`src/ipv4u_pkg.sv`:
```
`default_nettype none
package ipv4u_pkg;

	// statistics window, in packet starts
	localparam int REPORT_WINDOW = 100;

	// header field codes
	localparam logic [3:0] IP_VERSION_4   = 4'd4;
	localparam logic [3:0] MIN_HDR_WORDS  = 4'd5;
	localparam logic [7:0] PROTO_UDP      = 8'd17;
	localparam logic [15:0] UDP_HDR_BYTES = 16'd8;
	localparam logic [15:0] INDEX_MAX     = 16'hFFFF;
	localparam logic [15:0] SUM_GOOD      = 16'hFFFF;

	// header byte positions
	localparam logic [15:0] IDX_LEN_HI = 16'd2;
	localparam logic [15:0] IDX_LEN_LO = 16'd3;
	localparam logic [15:0] IDX_PROTO  = 16'd9;

	// result kinds
	localparam logic KIND_PAYLOAD = 1'b0;
	localparam logic KIND_REPORT  = 1'b1;

	// item held in the input register
	typedef struct packed {
		logic       valid;
		logic [7:0] data_byte;
		logic       last_byte;
	} item_t;

	// result offered to the output register
	typedef struct packed {
		logic       valid;
		logic       kind;
		logic [7:0] value;
		logic       payload_end;
	} res_t;

endpackage
`default_nettype wire

```
`src/ipv4u_in_if.sv`:
```
`default_nettype none
interface ipv4u_in_if;
	logic       valid;
	logic       ready;
	logic [7:0] data_byte;
	logic       last_byte;

	modport source(output valid, output data_byte, output last_byte, input ready);
	modport sink(input valid, input data_byte, input last_byte, output ready);
endinterface
`default_nettype wire

```
`src/ipv4u_out_if.sv`:
```
`default_nettype none
interface ipv4u_out_if;
	logic       valid;
	logic       ready;
	logic       kind;
	logic [7:0] value;
	logic       payload_end;

	modport source(output valid, output kind, output value, output payload_end, input ready);
	modport sink(input valid, input kind, input value, input payload_end, output ready);
endinterface
`default_nettype wire

```
`src/ipv4u_input_stage.sv`:
```
`default_nettype none
module ipv4u_input_stage (
	input  wire logic        clk,
	input  wire logic        arst_n,
	ipv4u_in_if.sink         pkt,
	input  wire logic        adv,
	output ipv4u_pkg::item_t item
);

	logic       valid_s1;
	logic [7:0] data_s1;
	logic       last_s1;

	// take a new item when the register is empty or moving on
	assign pkt.ready = !valid_s1 || adv;

	always_ff @(posedge clk or negedge arst_n) begin
		if (!arst_n) begin
			valid_s1 <= 1'b0;
		end else if (pkt.ready) begin
			valid_s1 <= pkt.valid;
		end
	end

	always_ff @(posedge clk) begin
		if (pkt.ready && pkt.valid) begin
			data_s1 <= pkt.data_byte;
			last_s1 <= pkt.last_byte;
		end
	end

	assign item.valid     = valid_s1;
	assign item.data_byte = data_s1;
	assign item.last_byte = last_s1;

endmodule
`default_nettype wire

```
`src/ipv4u_parser.sv`:
```
`default_nettype none
module ipv4u_parser (
	input  wire logic        clk,
	input  wire logic        arst_n,
	input  wire logic        cfg_we,
	input  wire logic        cfg_wdata,
	input  ipv4u_pkg::item_t item,
	input  wire logic        adv,
	output ipv4u_pkg::res_t  res
);

	localparam logic [6:0] WINDOW = 7'(ipv4u_pkg::REPORT_WINDOW);
	localparam logic [6:0] ERR_MAX = 7'h7F;

	logic        report_enable_q;
	logic [15:0] byte_index_q;
	logic [3:0]  header_words_q;
	logic [15:0] total_length_q;
	logic [20:0] word_sum_q;
	logic [7:0]  high_byte_hold_q;
	logic [7:0]  protocol_number_q;
	logic        drop_packet_q;
	logic [6:0]  packet_count_q;
	logic [6:0]  error_count_q;

	logic [15:0] byte_index_d;
	logic [3:0]  header_words_d;
	logic [15:0] total_length_d;
	logic [20:0] word_sum_d;
	logic [7:0]  high_byte_hold_d;
	logic [7:0]  protocol_number_d;
	logic        drop_packet_d;
	logic [6:0]  packet_count_d;
	logic [6:0]  error_count_d;
	logic        fire;

	assign fire = item.valid && adv;

	// one byte step of the parser
	always_comb begin
		logic [7:0]  b;
		logic [15:0] i;
		logic [15:0] hdr_bytes;
		logic [16:0] fold1;
		logic [16:0] fold2;
		b = item.data_byte;
		i = byte_index_q;
		header_words_d    = header_words_q;
		total_length_d    = total_length_q;
		word_sum_d        = word_sum_q;
		high_byte_hold_d  = high_byte_hold_q;
		protocol_number_d = protocol_number_q;
		drop_packet_d     = drop_packet_q;
		packet_count_d    = packet_count_q;
		error_count_d     = error_count_q;
		res.valid       = 1'b0;
		res.kind        = ipv4u_pkg::KIND_PAYLOAD;
		res.value       = b;
		res.payload_end = 1'b0;

		// packet start: header checks and periodic report
		if (i == 16'd0) begin
			word_sum_d        = '0;
			high_byte_hold_d  = '0;
			total_length_d    = '0;
			protocol_number_d = '0;
			header_words_d    = b[3:0];
			drop_packet_d     = (b[7:4] != ipv4u_pkg::IP_VERSION_4)
				|| (b[3:0] < ipv4u_pkg::MIN_HDR_WORDS);
			if (!drop_packet_d && report_enable_q) begin
				packet_count_d = packet_count_q + 7'd1;
				if (packet_count_d >= WINDOW) begin
					res.valid      = item.valid;
					res.kind       = ipv4u_pkg::KIND_REPORT;
					res.value      = (error_count_q >= WINDOW) ? 8'd0
						: {1'b0, WINDOW - error_count_q};
					packet_count_d = '0;
					error_count_d  = '0;
				end
			end
		end

		hdr_bytes = {10'd0, header_words_d, 2'b00};
		fold1 = {12'd0, word_sum_d[20:16]} + {1'b0, word_sum_d[15:0]};
		fold2 = 17'd0;

		if (!drop_packet_d) begin
			if (i < hdr_bytes) begin
				// header bytes: fields and running sum
				if (i == ipv4u_pkg::IDX_LEN_HI) total_length_d = {b, 8'd0};
				if (i == ipv4u_pkg::IDX_LEN_LO) total_length_d = total_length_d | {8'd0, b};
				if (i == ipv4u_pkg::IDX_PROTO) protocol_number_d = b;
				if (!i[0]) begin
					high_byte_hold_d = b;
				end else begin
					word_sum_d = word_sum_q + {5'd0, high_byte_hold_q, b};
				end
				// end of header: checksum and protocol
				fold1 = {12'd0, word_sum_d[20:16]} + {1'b0, word_sum_d[15:0]};
				fold2 = {16'd0, fold1[16]} + {1'b0, fold1[15:0]};
				if (i == hdr_bytes - 16'd1) begin
					if (fold2[15:0] != ipv4u_pkg::SUM_GOOD) begin
						if (error_count_d < ERR_MAX) error_count_d = error_count_d + 7'd1;
						drop_packet_d = 1'b1;
					end else if (protocol_number_d != ipv4u_pkg::PROTO_UDP) begin
						drop_packet_d = 1'b1;
					end
				end
			end else if ((i >= hdr_bytes + ipv4u_pkg::UDP_HDR_BYTES)
					&& (i < total_length_q) && (i < ipv4u_pkg::INDEX_MAX)) begin
				// udp payload byte
				res.valid       = item.valid;
				res.kind        = ipv4u_pkg::KIND_PAYLOAD;
				res.value       = b;
				res.payload_end = item.last_byte || (i == total_length_q - 16'd1);
			end
		end

		// byte position and end of packet
		if (item.last_byte) begin
			byte_index_d  = '0;
			drop_packet_d = 1'b0;
		end else if (byte_index_q < ipv4u_pkg::INDEX_MAX) begin
			byte_index_d = byte_index_q + 16'd1;
		end else begin
			byte_index_d = byte_index_q;
		end
	end

	// parser state
	always_ff @(posedge clk or negedge arst_n) begin
		if (!arst_n) begin
			report_enable_q   <= 1'b0;
			byte_index_q      <= '0;
			header_words_q    <= '0;
			total_length_q    <= '0;
			word_sum_q        <= '0;
			high_byte_hold_q  <= '0;
			protocol_number_q <= '0;
			drop_packet_q     <= 1'b0;
			packet_count_q    <= '0;
			error_count_q     <= '0;
		end else begin
			if (cfg_we) report_enable_q <= cfg_wdata;
			if (fire) begin
				byte_index_q      <= byte_index_d;
				header_words_q    <= header_words_d;
				total_length_q    <= total_length_d;
				word_sum_q        <= word_sum_d;
				high_byte_hold_q  <= high_byte_hold_d;
				protocol_number_q <= protocol_number_d;
				drop_packet_q     <= drop_packet_d;
				packet_count_q    <= packet_count_d;
				error_count_q     <= error_count_d;
			end
		end
	end

endmodule
`default_nettype wire

```
`src/ipv4u_output_stage.sv`:
```
`default_nettype none
module ipv4u_output_stage (
	input  wire logic       clk,
	input  wire logic       arst_n,
	input  ipv4u_pkg::res_t res,
	output logic            adv,
	ipv4u_out_if.source     res_out
);

	logic       valid_q;
	logic       kind_q;
	logic [7:0] value_q;
	logic       end_q;

	// the result register frees up when empty or taken
	assign adv = !valid_q || res_out.ready;

	always_ff @(posedge clk or negedge arst_n) begin
		if (!arst_n) begin
			valid_q <= 1'b0;
		end else if (adv) begin
			valid_q <= res.valid;
		end
	end

	always_ff @(posedge clk) begin
		if (adv && res.valid) begin
			kind_q  <= res.kind;
			value_q <= res.value;
			end_q   <= res.payload_end;
		end
	end

	assign res_out.valid       = valid_q;
	assign res_out.kind        = kind_q;
	assign res_out.value       = value_q;
	assign res_out.payload_end = end_q;

endmodule
`default_nettype wire

```
`src/ipv4_udp_payload_extractor_unit.sv`:
```
// path: a result item is offered once its input byte has been accepted and has passed
// the input register and then the result register
// throughput: one byte per cycle while res.ready does not stall the result register, set by the
// single parser step per byte held between the input register and the result register
// reset: arst_n clears all parser state, counters and report_enable at once
`default_nettype none
module ipv4_udp_payload_extractor_unit (
	input  wire logic   clk,
	input  wire logic   arst_n,
	input  wire logic   cfg_we,
	input  wire logic   cfg_wdata,
	ipv4u_in_if.sink    pkt,
	ipv4u_out_if.source res
);

	ipv4u_pkg::item_t item;
	ipv4u_pkg::res_t  res_d;
	logic             adv;

	ipv4u_input_stage u_in (
		.clk    (clk),
		.arst_n (arst_n),
		.pkt    (pkt),
		.adv    (adv),
		.item   (item)
	);

	ipv4u_parser u_parse (
		.clk       (clk),
		.arst_n    (arst_n),
		.cfg_we    (cfg_we),
		.cfg_wdata (cfg_wdata),
		.item      (item),
		.adv       (adv),
		.res       (res_d)
	);

	ipv4u_output_stage u_out (
		.clk     (clk),
		.arst_n  (arst_n),
		.res     (res_d),
		.adv     (adv),
		.res_out (res)
	);

endmodule
`default_nettype wire

```
`src/flat_wrapper.sv`:
```
// flat-port wrapper written by rule: the top's interface ports become plain ports
module ipv4_udp_payload_extractor_unit_flat 
  (clk, arst_n, cfg_we, cfg_wdata, pkt_valid, pkt_data_byte, pkt_last_byte, pkt_ready, res_valid, res_kind, res_value, res_payload_end, res_ready);
  ipv4u_in_if pkt_i ();
  ipv4u_out_if res_i ();
  input  wire logic clk;
  input  wire logic arst_n;
  input  wire logic cfg_we;
  input  wire logic cfg_wdata;
  input wire logic [$bits(pkt_i.valid)-1:0] pkt_valid;
  input wire logic [$bits(pkt_i.data_byte)-1:0] pkt_data_byte;
  input wire logic [$bits(pkt_i.last_byte)-1:0] pkt_last_byte;
  output wire logic [$bits(pkt_i.ready)-1:0] pkt_ready;
  output wire logic [$bits(res_i.valid)-1:0] res_valid;
  output wire logic [$bits(res_i.kind)-1:0] res_kind;
  output wire logic [$bits(res_i.value)-1:0] res_value;
  output wire logic [$bits(res_i.payload_end)-1:0] res_payload_end;
  input wire logic [$bits(res_i.ready)-1:0] res_ready;
  assign pkt_i.valid = pkt_valid;
  assign pkt_i.data_byte = pkt_data_byte;
  assign pkt_i.last_byte = pkt_last_byte;
  assign pkt_ready = pkt_i.ready;
  assign res_valid = res_i.valid;
  assign res_kind = res_i.kind;
  assign res_value = res_i.value;
  assign res_payload_end = res_i.payload_end;
  assign res_i.ready = res_ready;
  ipv4_udp_payload_extractor_unit u_core (.clk(clk), .arst_n(arst_n), .cfg_we(cfg_we), .cfg_wdata(cfg_wdata), .pkt(pkt_i), .res(res_i));
endmodule
```
`config.mk`:
```
export PLATFORM = sky130hd
export DESIGN_NAME = ipv4_udp_payload_extractor_unit_flat
export DESIGN_NICKNAME = d
export VERILOG_FILES = /design/src/ipv4u_pkg.sv /design/src/ipv4u_in_if.sv /design/src/ipv4u_out_if.sv /design/src/ipv4u_input_stage.sv /design/src/ipv4u_parser.sv /design/src/ipv4u_output_stage.sv /design/src/ipv4_udp_payload_extractor_unit.sv /design/src/flat_wrapper.sv
export SDC_FILE = /design/constraint.sdc
export NUM_CORES = 1
export LEC_CHECK = 0
export ABC_CLOCK_PERIOD_IN_PS = 6600
export BUFFER_PORTS_ARGS = -buffer_cell sky130_fd_sc_hd__buf_2
export CORE_ASPECT_RATIO = 1.5
export CORE_MARGIN = 8
export CORE_UTILIZATION = 35
export CTS_BUF_LIST = sky130_fd_sc_hd__clkbuf_2
export CTS_CLUSTER_SIZE = 30
export DETAILED_ROUTE_END_ITERATION = 10
export GPL_ROUTABILITY_DRIVEN = 0
export GPL_TIMING_DRIVEN = 0
export HOLD_SLACK_MARGIN = 0.06
export PLACE_DENSITY = 0.58
export SLEW_MARGIN = 15
export SYNTH_ARGS = -nofsm -noshare
export SYNTH_HDL_FRONTEND = slang
export SYNTH_SLANG_ARGS = --single-unit
```
`constraint.sdc`:
```
create_clock -name clk -period 6.6 [get_ports clk]
set_input_delay 0.33 -clock clk [delete_from_list [all_inputs] [get_ports clk]]
set_output_delay 0.33 -clock clk [all_outputs]
set_load 0.03 [all_outputs]
```
---- Word-level counts from Yosys, hierarchy flattened ----
Cells that the tools add are included.
W data, S select, Z words.
storage, ports and cells
  output and inout bits ................... 12
  register bits ........................... 110
  word-level logic and storage cells ...... 112
cells by class
  equality and inequality tests ........... 8
  add/sub/neg operators ................... 10
  mux-type cells .......................... 49
  reduce and logical (&&, ||, !) cells .... 18
  magnitude comparators ................... 8
  bitwise gates (word level) .............. 2
operators with widths
  operator                 count
  $mux W16                 9
  $mux W21                 6
  $mux W8                  10
  $mux W7                  10
  $mux W11                 3
  $eq A16 B16 Y1           2
  $eq A16 B2 Y1 const B    2
  $mux W10                 3
  $add A21 B16 Y21         1
  $add A5 B16 Y17          1
  $add A1 B16 Y16          1
  $add A16 B1 Y16 const B  1
  $eq A16 B4 Y1 const B    1
  $ge A16 B7 Y1            1
  $logic_not A16 Y1        1
  $lt A16 B16 Y1           1
  $lt A16 B16 Y1 const B   1
  $lt A16 B6 Y1            1
  $ne A16 B16 Y1 const B   1
  $or A16 B8 Y16           1
  $sub A16 B1 Y16 const B  1
  $add A7 B1 Y7 const B    2
  $ge A7 B7 Y1 const B     2
  $ne A8 B5 Y1 const B     1
  other kinds (16)         32

---- Longest topological paths before layout ----
  depth after elaboration ................. 13
  gate-level depth with buffers ........... 31
  gate-level depth less buffers ........... 30

---- By module ----
A second synthesis with hierarchy kept.
second synthesis, totals
  cells, all modules ...................... 921
  area, all modules ....................... 8224.1 um^2
by module, submodules not included
  module              area each (um^2)  cells an instance  times used
  ipv4u_parser        7531.0            892                1
  ipv4u_output_stage  354.1             14                 1
  ipv4u_input_stage   339.1             15                 1

---- Least setup slack after synthesis ----
OpenSTA, ideal clock, no wires.
  path type ............................... register -> register
  from .................................... register u_core.u_parse.word_sum_q[0]
  to ...................................... register u_core.u_parse.error_count_q[6]
  setup slack ............................. 1.180 ns
  data required time ...................... 6.533 ns
  cell stages (with the launch flop) ...... 31
  buffers on the path ..................... 1
  setup time .............................. 0.067 ns
  arrival ................................. 5.353 ns
  clock period less this slack ............ 5.420 ns
  path through ............................ dfrtp_1 -> ha_1 -> inv_1 -> fa_1 -> nand2b_1 -> a21o_1 -> a21boi_1 -> o2111a_1 -> o31ai_1 -> nand2_1 -> a21oi_1 -> xor2_1 -> o21ai_0 -> ha_1 -> fa_1 -> a21o_1 -> o21ai_1 -> a41o_1 -> and2_4 -> nor3_1 -> ha_1 -> ha_1 -> and2_1 -> nor2_1 -> nand4_1 -> nor3_1 -> o2111ai_1 -> o2bb2ai_2 -> buf_6 -> a41o_1 -> nand3_2
between the ends
  cells in the longest elaborated chain, start to end .. 11
  elaborated cells between the ends (all ways) .. 12
  those cells by class .................... add/sub (3); eq/ne (1); mux (8)
RTL lines
  what                                          RTL line                                text
  start, declared                               ipv4u_parser.sv:19                      logic [20:0] word_sum_q;
  start signal, assigned                        ipv4u_parser.sv:149                     word_sum_q <= word_sum_d;
  $add A21 B16 Y21 or $mux W21 (tied branches)  ipv4u_parser.sv:96, ipv4u_parser.sv:62
  $mux W21 (*)                                  ipv4u_parser.sv:93                      if (!i[0]) begin
  $mux W21 (*)                                  ipv4u_parser.sv:88                      if (i < hdr_bytes) begin
  $mux W21 (*)                                  ipv4u_parser.sv:87                      if (!drop_packet_d) begin
  $add A5 B16 Y17 (*)                           ipv4u_parser.sv:99                      fold1 = {12'd0, word_sum_d[20:16]} + {1'b0, word_sum_d[15:0]};
  $add A1 B16 Y16 (*)                           ipv4u_parser.sv:100                     fold2 = {16'd0, fold1[16]} + {1'b0, fold1[15:0]};
  $ne A16 B16 Y1 (*)                            ipv4u_parser.sv:102                     if (fold2[15:0] != ipv4u_pkg::SUM_GOOD) begin
  $mux W7 (*)                                   ipv4u_parser.sv:102
  $mux W7 (*)                                   ipv4u_parser.sv:101                     if (i == hdr_bytes - 16'd1) begin
  $mux W7 (*)                                   ipv4u_parser.sv:88
  $mux W7 (*)                                   ipv4u_parser.sv:87
  end signal, assigned                          ipv4u_parser.sv:154                     error_count_q <= error_count_d;
  end, declared                                 ipv4u_parser.sv:24                      logic [6:0] error_count_q;
Mark *: on every way between the ends. The rest lies on a longest branch, timed or not. The select of a mux whose other input is x is not followed.
A chain may end at the register's enable or synchronous reset.

---- Final worst setup path ----
  from .................................... register u_core.u_parse.byte_index_q[0]
  to ...................................... register u_core.u_parse.error_count_q[6]
between the ends
  cells in the longest elaborated chain, start to end .. 12
  elaborated cells between the ends (all ways) .. 21
  those cells by class .................... add/sub (4); order compare (2); eq/ne (2); mux (12); reduce/logical (1)
RTL lines
  what                    RTL line             text
  start, declared         ipv4u_parser.sv:16   logic [15:0] byte_index_q;
  start signal, assigned  ipv4u_parser.sv:146  byte_index_q <= byte_index_d;
  $logic_not A16 Y1       ipv4u_parser.sv:62   if (i == 16'd0) begin
  $mux W21                ipv4u_parser.sv:62
  $mux W21                ipv4u_parser.sv:93
  $mux W21                ipv4u_parser.sv:88
  $mux W21                ipv4u_parser.sv:87
  $add A5 B16 Y17         ipv4u_parser.sv:99
  $add A1 B16 Y16         ipv4u_parser.sv:100
  $ne A16 B16 Y1          ipv4u_parser.sv:102
  $mux W7                 ipv4u_parser.sv:102
  $mux W7                 ipv4u_parser.sv:101
  $mux W7                 ipv4u_parser.sv:88
  $mux W7 (*)             ipv4u_parser.sv:87
Marks and branches as above.

==> results.json <==
{
  "status": "finished clean",
  "arrival_ns": 6.90,
  "ys_seq_area_share_pct": 34.57,
  "cp-start-kind": "flop",
  "path_clk_slew_ns": 0.34,
  "yosys.area.top_type_share_pct": 27.64,
  "synthCells": 914,
  "peakVddDrop_mv": 0.08358,
  "cts.root.buffer_cell": "clkbuf_2",
  "die_y_um": 203.9,
  "slew_headroom_pct": 38.91,
  "cts_inserted_buffers": 9,
  "dpl_worst_slack_ns": -0.3515,
  "hp-class": "primary input to flop",
  "synthMuxAreaShare_pct": 2.855,
  "grt_max_degree": 60,
  "layout_common_cells": "96 x nand2_1, 91 x dfrtp_1, 68 x nor2_1",
  "fin_ws_ns": 0.3717,
  "async_flop_share_pct": 82.73,
  "dr_total_vias": 7334,
  "clock_skew_ns": 0.04832,
  "port_buffers": 26,
  "area_growth_syn_to_layout_pct": 11.60,
  "drv_cap": 0,
  "stdcell_area_mm2": 0.009194,
  "dominantRegCellSynth": "dfrtp_1",
  "dr.first_iter.drc_count": 521,
  "critPathRequiredTime_ns": 7.27,
  "ant_nets": 0,
  "mostFrequentLayoutCell": "nand2_1",
  "cts_max_path_buffers": 2,
  "synth_fa_ha_area_share_pct": 9.295,
  "finalWirelength_mm": 24.80,
  "io-pin-count": 27,
  "dieArea_mm2": 0.02880,
  "synth_edf_count": 19,
  "grt_util_all_layers_pct": 17.60,
  "die_w_um": 141.3,
  "grt_antenna_before_repair": 1,
  "dpl-instance-area_mm2": 0.008801,
  "layout.nets": 1050,
  "via_per_inst": 5.642,
  "dpl.hpwl_mm": 18.75,
  "placed_cells": 1260,
  "post-route-min-period_ns": 6.228,
  "powerDensity_mw_per_mm2": 231.6,
  "crit_fanout": 19,
  "ys_ff_latch": 110,
  "yosysTopAreaCell": "dfrtp_1",
  "ff2ff_setup_slack_ns": 0.37,
  "fmax_mhz": 160.6,
  "crit_type": "flop to flop",
  "dr.pass1.iters": 5,
  "synth_area_mm2": 0.008238,
  "start_util_pct": 35.21,
  "clock-sinks": 110,
  "fin_tns_setup_ns": 0,
  "synth_fp_nets": 989,
  "row_count": 69,
  "core_mm2": 0.02340,
  "syn_avg_cell_area_um2": 9.013,
  "htree_levels": 3,
  "ys_warn_count": 0,
  "total_power_uw": 2129,
  "synth_top_family_by_area": "compound AO/OA/AOI/OAI gates",
  "hold_viol_final": 0,
  "setup_viol": 0,
  "yosys.area_share.simple_pct": 21.04,
  "synthXorXnorAreaFrac_pct": 5.529,
  "instances_no_fill": 1300,
  "synth_cell_types": 92,
  "maxSlewViolCount": 0,
  "post-route-period-util_pct": 94.37,
  "worst_pin_slew_ns": 0.9094,
  "endpoint_kind": "flop",
  "grt_pass1_wl_mm": 39.40,
  "synthTopCellsByArea": "dfrtp_1 28%, ha_1 8.8%, edfxtp_1 6.9%",
  "clkLatencyLatePin_ns": 0.73,
  "p_leak_uw": 0.003871,
  "synth_compound_area_share_pct": 22.74,
  "grt_overflow": 0,
  "drc": 0,
  "first_global_vias": 7303,
  "layout-drive-gt1-share_pct": 11.63,
  "wl_per_cell_um": 19.08,
  "tritoncts": "yes"
}
## Yosys cell counts, drive strengths merged, types with 9 or more instances
library cell / count
a211oi: 13
a21o: 11
a21oi: 42
a22o: 42
and2: 10
and3: 13
buf: 14
clkbuf: 27
dfrtp: 91
edfxtp: 19
ha: 58
inv: 38
mux2: 9
mux2i: 13
nand2: 96
nand2b: 15
nand3: 34
nand4: 20
nor2: 69
nor3: 21
nor4: 11
o21a: 15
o21ai: 65
or3: 12
xnor2: 26
xor2: 26
## layer usage
layer | wire (um) | track usage, % | share of wire (%) | vias up
met5 | 0 | 0 | 0 | -
met4 | 1444 | 11.71 | 5.8 | 0
met3 | 1028 | 2.455 | 4.1 | 73
met2 | 12940 | 32.06 | 52 | 192
met1 | 9385 | 18.53 | 38 | 3555
li1 | - | - | - | 3514
## worst paths after layout
kind | end | depth (start not counted) | start
worst max-delay path | u_core.u_parse.error_count_q[6] | 26 | u_core.u_parse.byte_index_q[0]
worst min-delay path | u_core.u_in.data_s1[2] | 2 | pkt_data_byte[2]
worst max register to register | u_core.u_parse.error_count_q[6] | 26 | u_core.u_parse.byte_index_q[0]
worst min register to register | u_core.u_parse.header_words_q[1] | 2 | u_core.u_parse.header_words_q[1]
max in group asynchronous | u_core.u_parse.high_byte_hold_q[6] | 4 | arst_n
min in group asynchronous | u_core.u_parse.word_sum_q[19] | 4 | arst_n
## registers in the layout, indices dropped and copies added (netlist names), 4 cells and up
name	flops
u_core.u_in.data_s1	8
u_core.u_parse.header_words_q	4
u_core.u_out.res_out.value	8
u_core.u_parse.byte_index_q	16
u_core.u_parse.protocol_number_q	8
u_core.u_parse.word_sum_q	21
u_core.u_parse.total_length_q	16
u_core.u_parse.error_count_q	7
u_core.u_parse.high_byte_hold_q	8
u_core.u_parse.packet_count_q	7
## where the power goes
part	internal [uW]	leakage, uW	switching, uW
sequential	768	0.00140	73.4
combinational	369	0.00239	587
clock	65.0	0.0000737	267
total	1200	0.00387	928
## repair_timing
action,in CTS,in global routing
resized for setup,2,8
hold buffers,17,0
endpoints found under the hold margin,103,0
setup endpoints to repair,8,8
buffers inserted,3,4
pin swaps,0,0
## critical path, cell delays in order (launching register included)
cell and delay (ns):
dfrtp_1 0.59, inv_2 0.35, ha_1 0.37, nor3b_2 0.31
and4_1 0.23, buf_4 0.23, nor2_2 0.15, buf_2 0.27
a22o_1 0.25, ha_1 0.21, fa_1 0.40, a21o_1 0.24
o21ai_1 0.23, a41o_2 0.22, and2_4 0.17, nor3_1 0.05
ha_1 0.23, ha_1 0.21, and2_1 0.17, nor2_1 0.12
nand4_1 0.11, nor3_2 0.20, o2111ai_2 0.16, o2bb2ai_2 0.21
buf_6 0.17, a41o_1 0.25, nand3_2 0.05
## final cells by class
| cell class | count | area (um^2) |
|---|---|---|
| flip-flops and latches | 110 | 2848 |
| clock inverters | 6 | 65.06 |
| well taps | 319 | 399.1 |
| inverters | 38 | 146.4 |
| repair buffers | 51 | 396.6 |
| clock buffers | 10 | 50.05 |
| multi-input cells | 725 | 5105 |
| diodes | 1 | 2.502 |
| fillers | 2365 | 14200 |
| plain buffers | 40 | 181.4 |
## metrics by stage
step / util (%) / hold slack [ns]
after floorplan: - / 0.03441
after global placement: 37.47 / 0.4655
after detailed placement: 37.62 / 0.2538
after CTS: 38.99 / 0.2410
after global routing: 39.30 / 0.2607
final: 39.30 / 0.2880
## kinds of logic after synthesis
group	count (synthesis)
and+or+nand+nor	333
xor gates and xnor gates	52
adders and majority gates	60
DFF	110
buffers and inverters	79
AOI/OAI and AO/OA	258
muxes	22
No activity file was read; power rests on OpenSTA's default activity.
